--- src/sv/prts_pkg.sv ---
`default_nettype none

package prts_pkg;

    localparam int LEVEL_BOUND    = 32;
    localparam int COEF_FRAC_BITS = 16;

    localparam int LEVEL_W = 6;
    localparam int WATT_W  = 16;
    localparam int CAD_W   = 16;

    // highest level the scan may reach
    localparam int TOP_LIMIT = (LEVEL_BOUND < 63) ? LEVEL_BOUND : 63;

    // multiplier: A carries cadence or cadence squared, B a coefficient or cadence
    localparam int MA_W   = 2 * CAD_W + 1;
    localparam int MB_W   = (COEF_FRAC_BITS + 2 > CAD_W + 1) ? COEF_FRAC_BITS + 2 : CAD_W + 1;
    localparam int PROD_W = MA_W + MB_W;

    // model sum is in Q(F+16); wattage starts at bit F+16
    localparam int WATT_LSB = COEF_FRAC_BITS + 16;
    localparam int SAT_LSB  = WATT_LSB + WATT_W;
    localparam int ACC_W    = COEF_FRAC_BITS + 34;

    localparam longint E8 = 64'sd100000000;

    typedef logic        [LEVEL_W-1:0] level_t;
    typedef logic        [WATT_W-1:0]  watt_t;
    typedef logic        [CAD_W-1:0]   cad_t;
    typedef logic signed [ACC_W-1:0]   acc_t;
    typedef logic signed [MB_W-1:0]    coef_t;

    // decimal coefficient scaled by 1e8, rounded half away from zero to Q(F)
    function automatic longint to_q(input longint dec_e8);
        longint mag;
        longint q;
        mag = (dec_e8 < 0) ? -dec_e8 : dec_e8;
        q   = ((mag <<< COEF_FRAC_BITS) + E8 / 2) / E8;
        return (dec_e8 < 0) ? -q : q;
    endfunction

    localparam longint K0 = to_q(64'sd1216860795);
    localparam longint K1 = to_q(64'sd12260211);
    localparam longint K2 = to_q(-64'sd39240546);
    localparam longint K3 = to_q(64'sd464781);
    localparam longint K4 = to_q(64'sd34516268);
    localparam longint K5 = to_q(-64'sd1031992);

    localparam coef_t K1_C = MB_W'(K1);
    localparam coef_t K3_C = MB_W'(K3);
    localparam coef_t K4_C = MB_W'(K4);

    // constant part of S(1) and of the first difference S(2)-S(1)
    localparam acc_t S1_BASE = ACC_W'((K0 + K2 + K5) <<< 16);
    localparam acc_t D1_BASE = ACC_W'((K2 + 3 * K5) <<< 16);
    localparam acc_t D_INC   = ACC_W'((2 * K5) <<< 16);

    localparam level_t LEVEL_MIN = LEVEL_W'(1);
    localparam level_t LEVEL_RST = LEVEL_W'(25);
    localparam level_t LEVEL_TOP = LEVEL_W'(TOP_LIMIT);

    typedef logic [3:0] upc_t;

    localparam upc_t UPC_WAIT   = 4'd0;
    localparam upc_t UPC_SQUARE = 4'd1;
    localparam upc_t UPC_LIN    = 4'd2;
    localparam upc_t UPC_CROSS  = 4'd3;
    localparam upc_t UPC_QUAD   = 4'd4;
    localparam upc_t UPC_SUM    = 4'd5;
    localparam upc_t UPC_FIRST  = 4'd6;
    localparam upc_t UPC_SCAN   = 4'd7;
    localparam upc_t UPC_PICK   = 4'd8;
    localparam upc_t UPC_FIN    = 4'd9;

    typedef enum logic [0:0] {MA_CAD, MA_SQ} mul_a_t;
    typedef enum logic [1:0] {MB_CAD, MB_K1, MB_K3, MB_K4} mul_b_t;
    typedef enum logic [2:0] {ACC_HOLD, ACC_INIT, ACC_ADD_P8, ACC_ADD_P, ACC_STEP} acc_op_t;
    typedef enum logic [1:0] {D_HOLD, D_INIT, D_ADD_P8, D_STEP} d_op_t;
    typedef enum logic [2:0] {LV_HOLD, LV_ONE, LV_START, LV_SCAN, LV_FALLBACK} lv_op_t;
    typedef enum logic [2:0] {
        COND_NEVER, COND_NO_INPUT, COND_CAD_ZERO, COND_TOP_ONE, COND_SCAN_CONT, COND_OUT_BUSY
    } cond_t;

    typedef struct packed {
        logic    in_rdy;
        mul_a_t  ma;
        mul_b_t  mb;
        acc_op_t acc_op;
        d_op_t   d_op;
        logic    sq_ld;
        lv_op_t  lv_op;
        logic    out_ld;
        cond_t   cond;
        upc_t    jmp;
        upc_t    nxt;
    } ctrl_t;

    typedef struct packed {
        logic cad_zero;
        logic top_one;
        logic scan_cont;
        logic out_busy;
    } status_t;

    localparam ctrl_t CTRL_NOP = '{
        in_rdy: 1'b0, ma: MA_CAD, mb: MB_CAD, acc_op: ACC_HOLD, d_op: D_HOLD,
        sq_ld: 1'b0, lv_op: LV_HOLD, out_ld: 1'b0, cond: COND_NEVER,
        jmp: UPC_WAIT, nxt: UPC_WAIT
    };

endpackage

`default_nettype wire

--- src/sv/prts_sequencer.sv ---
`default_nettype none

module prts_sequencer
    import prts_pkg::*;
(
    input  wire logic    clk,
    input  wire logic    rst_n,
    input  wire logic    in_valid,
    input  wire status_t status,
    output ctrl_t        ctrl
);

    upc_t pc_reg;
    upc_t pc_next;
    logic take_jump;

    function automatic ctrl_t ucode(input upc_t pc);
        ctrl_t w;
        w = CTRL_NOP;
        case (pc)
            UPC_WAIT:
            begin
                w.in_rdy = 1'b1;
                w.cond   = COND_NO_INPUT;
                w.jmp    = UPC_WAIT;
                w.nxt    = UPC_SQUARE;
            end
            UPC_SQUARE:
            begin
                w.ma     = MA_CAD;
                w.mb     = MB_CAD;
                w.acc_op = ACC_INIT;
                w.d_op   = D_INIT;
                w.lv_op  = LV_ONE;
                w.cond   = COND_CAD_ZERO;
                w.jmp    = UPC_FIN;
                w.nxt    = UPC_LIN;
            end
            UPC_LIN:
            begin
                w.sq_ld = 1'b1;
                w.ma    = MA_CAD;
                w.mb    = MB_K1;
                w.nxt   = UPC_CROSS;
            end
            UPC_CROSS:
            begin
                w.acc_op = ACC_ADD_P8;
                w.ma     = MA_CAD;
                w.mb     = MB_K4;
                w.nxt    = UPC_QUAD;
            end
            UPC_QUAD:
            begin
                w.acc_op = ACC_ADD_P8;
                w.d_op   = D_ADD_P8;
                w.ma     = MA_SQ;
                w.mb     = MB_K3;
                w.nxt    = UPC_SUM;
            end
            UPC_SUM:
            begin
                w.acc_op = ACC_ADD_P;
                w.nxt    = UPC_FIRST;
            end
            UPC_FIRST:
            begin
                w.lv_op  = LV_START;
                w.acc_op = ACC_STEP;
                w.d_op   = D_STEP;
                w.cond   = COND_TOP_ONE;
                w.jmp    = UPC_PICK;
                w.nxt    = UPC_SCAN;
            end
            UPC_SCAN:
            begin
                w.lv_op  = LV_SCAN;
                w.acc_op = ACC_STEP;
                w.d_op   = D_STEP;
                w.cond   = COND_SCAN_CONT;
                w.jmp    = UPC_SCAN;
                w.nxt    = UPC_PICK;
            end
            UPC_PICK:
            begin
                w.lv_op = LV_FALLBACK;
                w.nxt   = UPC_FIN;
            end
            UPC_FIN:
            begin
                w.out_ld = 1'b1;
                w.cond   = COND_OUT_BUSY;
                w.jmp    = UPC_FIN;
                w.nxt    = UPC_WAIT;
            end
            default:
            begin
                w.nxt = UPC_WAIT;
            end
        endcase
        return w;
    endfunction

    assign ctrl = ucode(pc_reg);

    always_comb
    begin
        case (ctrl.cond)
            COND_NO_INPUT:  take_jump = !in_valid;
            COND_CAD_ZERO:  take_jump = status.cad_zero;
            COND_TOP_ONE:   take_jump = status.top_one;
            COND_SCAN_CONT: take_jump = status.scan_cont;
            COND_OUT_BUSY:  take_jump = status.out_busy;
            default:        take_jump = 1'b0;
        endcase
        pc_next = take_jump ? ctrl.jmp : ctrl.nxt;
    end

    always_ff @(posedge clk or negedge rst_n)
    begin
        if (!rst_n)
        begin
            pc_reg <= UPC_WAIT;
        end
        else
        begin
            pc_reg <= pc_next;
        end
    end

endmodule

`default_nettype wire

--- src/sv/prts_datapath.sv ---
`default_nettype none

module prts_datapath
    import prts_pkg::*;
(
    input  wire logic   clk,
    input  wire logic   rst_n,
    input  wire ctrl_t  ctrl,
    input  wire logic   in_take,
    input  wire watt_t  target_power,
    input  wire cad_t   cadence_avg,
    input  wire logic   cfg_we,
    input  wire level_t cfg_data,
    input  wire logic   out_ready,
    output status_t     status,
    output logic        out_valid,
    output level_t      resistance_level
);

    level_t max_level_reg;
    logic   out_valid_reg;
    logic   out_valid_next;
    level_t out_level_reg;

    watt_t  target_reg;
    cad_t   cad_reg;
    logic [2*CAD_W-1:0] sq_reg;
    logic signed [PROD_W-1:0] prod_reg;
    acc_t   acc_reg;
    acc_t   acc_next;
    acc_t   d_reg;
    acc_t   d_next;
    watt_t  w1_reg;
    watt_t  wprev_reg;
    level_t r_reg;
    level_t level_reg;
    logic   found_reg;

    logic signed [MA_W-1:0] mul_a;
    coef_t  mul_b;
    acc_t   prod_ext;
    watt_t  wcur;
    level_t top;
    logic   match;
    logic   out_load;

    // clamp the register to 1 .. TOP_LIMIT
    always_comb
    begin
        if (max_level_reg == '0)
            top = LEVEL_MIN;
        else if (max_level_reg > LEVEL_TOP)
            top = LEVEL_TOP;
        else
            top = max_level_reg;
    end

    always_comb
    begin
        case (ctrl.ma)
            MA_SQ:   mul_a = $signed({1'b0, sq_reg});
            default: mul_a = $signed({(CAD_W + 1)'(0), cad_reg});
        endcase
        case (ctrl.mb)
            MB_K1:   mul_b = K1_C;
            MB_K3:   mul_b = K3_C;
            MB_K4:   mul_b = K4_C;
            default: mul_b = $signed(MB_W'(cad_reg));
        endcase
    end

    assign prod_ext = acc_t'(prod_reg);

    // saturate the running sum to 0..65535 watts
    always_comb
    begin
        if (acc_reg[ACC_W-1])
            wcur = '0;
        else if (|acc_reg[ACC_W-2:SAT_LSB])
            wcur = '1;
        else
            wcur = acc_reg[SAT_LSB-1:WATT_LSB];
    end

    assign match = (wprev_reg <= target_reg) && (wcur >= target_reg);

    always_comb
    begin
        case (ctrl.acc_op)
            ACC_INIT:   acc_next = S1_BASE;
            ACC_ADD_P8: acc_next = acc_reg + (prod_ext <<< 8);
            ACC_ADD_P:  acc_next = acc_reg + prod_ext;
            ACC_STEP:   acc_next = acc_reg + d_reg;
            default:    acc_next = acc_reg;
        endcase
        case (ctrl.d_op)
            D_INIT:   d_next = D1_BASE;
            D_ADD_P8: d_next = d_reg + (prod_ext <<< 8);
            D_STEP:   d_next = d_reg + D_INC;
            default:  d_next = d_reg;
        endcase
    end

    assign status.cad_zero  = (cad_reg == '0);
    assign status.top_one   = (top == LEVEL_MIN);
    assign status.scan_cont = !match && ((r_reg + LEVEL_MIN) < top);
    assign status.out_busy  = out_valid_reg && !out_ready;

    assign out_load = ctrl.out_ld && !status.out_busy;

    always_comb
    begin
        out_valid_next = out_valid_reg;
        if (out_valid_reg && out_ready)
            out_valid_next = 1'b0;
        if (out_load)
            out_valid_next = 1'b1;
    end

    always_ff @(posedge clk or negedge rst_n)
    begin
        if (!rst_n)
        begin
            max_level_reg <= LEVEL_RST;
            out_valid_reg <= 1'b0;
        end
        else
        begin
            if (cfg_we)
                max_level_reg <= cfg_data;
            out_valid_reg <= out_valid_next;
        end
    end

    always_ff @(posedge clk)
    begin
        if (in_take)
        begin
            target_reg <= target_power;
            cad_reg    <= cadence_avg;
        end
        prod_reg <= mul_a * mul_b;
        if (ctrl.sq_ld)
            sq_reg <= prod_reg[2*CAD_W-1:0];
        acc_reg <= acc_next;
        d_reg   <= d_next;
        case (ctrl.lv_op)
            LV_ONE:
            begin
                level_reg <= LEVEL_MIN;
            end
            LV_START:
            begin
                w1_reg    <= wcur;
                wprev_reg <= wcur;
                r_reg     <= LEVEL_MIN;
                found_reg <= 1'b0;
            end
            LV_SCAN:
            begin
                // wcur holds the wattage of the level above r here
                if (match)
                    level_reg <= r_reg;
                found_reg <= match;
                wprev_reg <= wcur;
                r_reg     <= r_reg + LEVEL_MIN;
            end
            LV_FALLBACK:
            begin
                if (!found_reg)
                    level_reg <= (target_reg < w1_reg) ? LEVEL_MIN : top;
            end
            default:
            begin
            end
        endcase
        if (out_load)
            out_level_reg <= level_reg;
    end

    assign out_valid        = out_valid_reg;
    assign resistance_level = out_level_reg;

endmodule

`default_nettype wire

--- src/sv/power_to_resistance_search.sv ---
`default_nettype none

// Picks the brake resistance level whose modelled wattage brackets the requested
// power at the given Q8.8 cadence, from level 1 up to the max_level register
// (reset 25; it is to be written through the cfg channel only while idle, a rule
// for the user that the block does not enforce). A short step table drives one
// shared multiplier for the cadence terms, then the scan walks the levels one per
// cycle by forward differences, over no level with a top level of 1, else over
// levels 1 .. top level - 1; at zero cadence it is skipped. The next word is
// accepted in the cycle after the result is loaded into the output register. A
// finished word waits in the output register while the next word is accepted
// and computed; if it is still unread when the next result is ready, the block
// holds in its last step.
module power_to_resistance_search
    import prts_pkg::*;
(
    input  wire logic   clk,
    input  wire logic   rst_n,
    input  wire logic   cfg_valid,
    output logic        cfg_ready,
    input  wire level_t cfg_data,
    input  wire logic   in_valid,
    output logic        in_ready,
    input  wire watt_t  target_power,
    input  wire cad_t   cadence_avg,
    output logic        out_valid,
    input  wire logic   out_ready,
    output level_t      resistance_level
);

    ctrl_t   ctrl;
    status_t status;
    logic    in_take;

    assign cfg_ready = 1'b1;
    assign in_ready  = ctrl.in_rdy;
    assign in_take   = in_valid && ctrl.in_rdy;

    prts_sequencer u_seq (
        .clk      (clk),
        .rst_n    (rst_n),
        .in_valid (in_valid),
        .status   (status),
        .ctrl     (ctrl)
    );

    prts_datapath u_dp (
        .clk              (clk),
        .rst_n            (rst_n),
        .ctrl             (ctrl),
        .in_take          (in_take),
        .target_power     (target_power),
        .cadence_avg      (cadence_avg),
        .cfg_we           (cfg_valid && cfg_ready),
        .cfg_data         (cfg_data),
        .out_ready        (out_ready),
        .status           (status),
        .out_valid        (out_valid),
        .resistance_level (resistance_level)
    );

endmodule

`default_nettype wire
--- config.mk ---
export PLATFORM = sky130hd
export DESIGN_NAME = power_to_resistance_search
export DESIGN_NICKNAME = d
export VERILOG_FILES = /design/src/sv/prts_pkg.sv /design/src/sv/prts_sequencer.sv /design/src/sv/prts_datapath.sv /design/src/sv/power_to_resistance_search.sv
export SDC_FILE = /design/constraint.sdc
export NUM_CORES = 2
export LEC_CHECK = 0
export ABC_AREA = 1
export BUFFER_PORTS_ARGS = -buffer_cell sky130_fd_sc_hd__buf_4
export CORE_ASPECT_RATIO = 1.1
export CORE_MARGIN = 5
export CORE_UTILIZATION = 35
export DETAILED_ROUTE_END_ITERATION = 10
export PLACE_DENSITY = 0.55
export SLEW_MARGIN = 20
export SYNTH_ARGS = -nofsm -noshare
export SYNTH_HDL_FRONTEND = slang
export SYNTH_HIERARCHICAL = 1
export SYNTH_SLANG_ARGS = --single-unit
--- constraint.sdc ---
create_clock -name clk -period 8.2 [get_ports clk]
set_input_delay 0.82 -clock clk [delete_from_list [all_inputs] [get_ports clk]]
set_output_delay 0.82 -clock clk [all_outputs]
set_load 0.02 [all_outputs]
## Word-level counts from Yosys, hierarchy flattened

Cells that the tools add are included.

- Word-level logic and storage cells: 107
- Flip-flop bits (word level): 276
- Bits of input ports: 43

- Reduce and logical (&&, ||, !) cells: 22
- Equal/unequal tests: 31
- $add $sub $neg: 6
- Multiplexer cells: 27
- Multipliers: 1
- Magnitude comparators: 5

Operators with widths:

| kind | count |
|---|---|
| 50-bit adder | 4 |
| 50-bit case mux with 4 select lines | 1 |
| 50-bit case mux with 3 select lines | 1 |
| 50-bit by 28-bit adder with 50-bit output, second input constant | 1 |
| 32-bit by 16-bit multiplier with 48-bit output | 1 |
| 16-bit case mux with 3 select lines | 1 |
| 4-bit case mux with 9 select lines | 1 |
| 7-bit case mux with 5 select lines | 1 |
| 16-bit 2-to-1 mux | 2 |
| 32-bit 2-to-1 mux | 1 |
| 6-bit 2-to-1 mux | 5 |
| 3-bit case mux with 4 select lines | 2 |
| 3-bit by 2-bit equality test with 1-bit output, second input constant | 6 |
| 6-bit case mux with 3 select lines | 1 |
| 4-bit by 3-bit equality test with 1-bit output, second input constant | 4 |
| 16-bit >= comparator | 1 |
| 16-bit <= comparator | 1 |
| 16-bit logical NOT | 1 |
| 16-bit < comparator | 1 |
| 3-bit equality test, second input constant | 4 |
| 6-bit case mux with 2 select lines | 1 |
| 3-bit by 1-bit equality test with 1-bit output, second input constant | 3 |
| 3-bit case mux with 3 select lines | 1 |
| 2-bit equality test, second input constant | 4 |
| 24 further kinds | 43 |

## Longest topological paths before layout

- Depth after elaboration: 8
- Depth in mapped cells: 37
- Depth with buffers taken out: 34

## Modules after synthesis

The synthesis kept the hierarchy.

Modules (own cells, without submodules):

| module | area each (um^2) | times used | cells each |
|---|---|---|---|
| prts_datapath | 38913.6 | 1 | 5514 |
| prts_sequencer | 460.4 | 1 | 77 |
| power_to_resistance_search | 18.8 | 1 | 4 |

## Worst setup path before layout

OpenSTA, ideal clock, no wires.

- Path type: reg-to-reg
- Start: register u_seq.pc_reg[1]
- End: register u_dp.prod_reg[35]
- Path slack: 1.734 ns
- Stages on the path, launching flop included: 34
- Required time: 8.088 ns
- Period minus slack after synthesis: 6.466 ns
- Arrival: 6.354 ns
- Path buffers: 2
- Setup time: 0.112 ns
- Cell sequence: dfrtp_1 -> nor2_2 -> inv_1 -> nor2_2 -> nor2_2 -> inv_1 -> inv_1 -> ha_1 -> buf_2 -> nor2_2 -> inv_1 -> o22ai_1 -> buf_2 -> nor2_1 -> fa_1 -> inv_1 -> fa_1 -> fa_1 -> inv_1 -> fa_1 -> fa_1 -> inv_1 -> fa_1 -> inv_1 -> ha_1 -> a21o_1 -> a21oi_1 -> nor2_1 -> o21bai_1 -> nand3_1 -> nand2_1 -> nand2_1 -> nand2_1 -> nand2_1

RTL lines:

| what | line | RTL |
|---|---|---|
| from (decl) | prts_sequencer.sv:13 | `upc_t pc_reg;` |
| from (signal assigned) | prts_sequencer.sv:127 | `pc_reg <= pc_next;` |
| to (signal assigned) | prts_datapath.sv:142 | `prod_reg <= mul_a * mul_b;` |
| to (decl) | prts_datapath.sv:28 | `logic signed [PROD_W-1:0] prod_reg;` |

==> results_dict.tcl <==
set metrics [dict create \
    timing.hold.ws_ns 0.0787 \
    drt-met1-wl_um 62400 \
    maxCapViolCount 0 \
    syn-num-nets 6366 \
    cpMaxStageDelayCell "fa_1" \
    outcome "completed" \
    finalWirelength_um 146000 \
    yosys_warnings 6 \
    cts_resized 0 \
    cp.arrival_ns 8.13 \
    fin_crit_sh 0.940 \
    portBuffers 50 \
    multi_input_area_um2 27300 \
    top_layer "met4" \
    layout.nets 6418 \
    n_fill_cell 12100 \
    track_usage 0.241 \
    r2r_end "u_dp/prod_reg[47]" \
    slowest_delay_ns 0.54 \
    postCtsSetupBuffers 0 \
    cp_common_cell "inv_1" \
    cts.sink_count 266 \
    grt_max_degree 72 \
    final_area_um2 42900 \
    vias_per_cell 5.00 \
    grt_pass1_wl_um 219000 \
    final_antenna_net_count 0 \
    grt-ovfl-total 0 \
    finClkSkew_ns 0.0254 \
    fin_crit_ns 7.71 \
    max_freq_mhz 130 \
    cts.clk_slew.worst_paths_ns 0.06 \
    antenna_found_initial 3 \
    rsz0062_at_grt "false" \
    max_slew_margin 0.198 \
    htreeDepth 2 \
    layout-drive-gt1-share 0.0558 \
    clockBufferDepth 3 \
    path_delay_family "adder cells" \
    netlist_area_um2 39400 \
    worst_setup_path_start_kind "flip-flop" \
    drc 0 \
    critical_path.max_fanout 23 \
    cts_root_buf "clkbuf_16" \
    setup_viol 0 \
    avgSynthCellArea_um2 7.04 \
    pin_count 52 \
    start_util 0.351 \
    place_hpwl_um 123000 \
    postCtsHoldBufs 0 \
    grt_pass1_vias 35800 \
    placed_cell_area_um2 41700 \
    layout_commonest_cell "nand2_1" \
    path_buf_inv 11 \
    cts_tree "yes" \
    drt-initial-drc-count 3256 \
    final_cell_mix "1612 x nand2_1, 1111 x inv_1, 641 x nor2_1" \
    core_um2 112000 \
    worst_pin_slew_ns 1.19 \
    fp.dieH_um 362 \
    hp-class "input pin to asynchronous set/reset pin" \
    die_w_um 330 \
    first_pass_iters 6 \
    numCtsBuffers 35 \
    clk-insertion-delay-late_ns 0.57 \
    wl_per_cell_um 20.3 \
    routed-wl-met3_um 8210 \
    rr_startpoint "u_seq/pc_reg[1]" \
    required_ns 8.62 \
    hold_viol 0 \
    syn_inst 5590 \
    cp-end-kind "flip-flop" \
    ff2ff_setup_slack_ns 0.49 \
    via_count 35900 \
    routabilityCongestion 1.00 \
    seq_area_um2 7460 \
    area_delta_synth_final_pct 8.90 \
    largest_reg_flops 50 \
    slew_viol_final 0 \
    worstSetupPathType "flip-flop to flip-flop" \
    rows 129 \
    wl_met2_um 69300 \
    die-area_um2 119000 \
    setup_tns_ns 0 \
    reg2regPathDepth 33 \
]
==> worst register-to-register path, delay by kind of cell (launching register included) <==
kind                     cells  cell delay, ns
adder cells (fa/ha/maj)      8            3.61
AO/OA/AOI/OAI                5            0.99
buffers and inverters       11            1.40
AND/OR/NAND/NOR              9            1.14
flip-flops                   1            0.45
==> stage by stage <==
step	utilization	worst slack [ns]	cells
CTS	0.382	0.611	7174
floorplan	-	1.73	5590
global route	0.382	0.114	7174
finish	0.382	0.492	7175
global placement	0.372	0.691	7111
detailed placement	0.372	0.661	7111
==> final cells by class <==
cell class,instances,share of cell area
Sequential cell,266,0.174
Timing Repair Buffer,105,0.0190
Clock inverter,20,0.00537
Antenna cell,1,0.0000584
Clock buffer,43,0.0216
Multi-Input combinational cell,4092,0.636
Tap cell,1506,0.0440
Inverter,1142,0.100
==> metal layers <==
| layer | up-vias | track usage |
|---|---|---|
| met5 | - | 0 |
| met4 | 0 | 0.0832 |
| met3 | 212 | 0.0209 |
| met2 | 1103 | 0.410 |
| met1 | 17300 | 0.324 |
| li1 | 17300 | - |
==> how the worst max path moves through the flow <==
stage | start | to | slack, ns | cells past startpoint
after floorplan | u_seq/pc_reg[1] | u_dp/prod_reg[35] | 1.73 | 33
after global placement | u_seq/pc_reg[3] | u_dp/prod_reg[47] | 0.69 | 24
after detailed placement | u_seq/pc_reg[3] | u_dp/prod_reg[47] | 0.66 | 30
after CTS | u_seq/pc_reg[3] | u_dp/prod_reg[47] | 0.61 | 30
after global routing | u_seq/pc_reg[1] | u_dp/prod_reg[47] | 0.11 | 33
final | u_seq/pc_reg[1] | u_dp/prod_reg[47] | 0.49 | 33
Power is left out: the tool's default activity adds up to more than one toggle a clock period on the data nets, which glitch-free logic cannot reach.
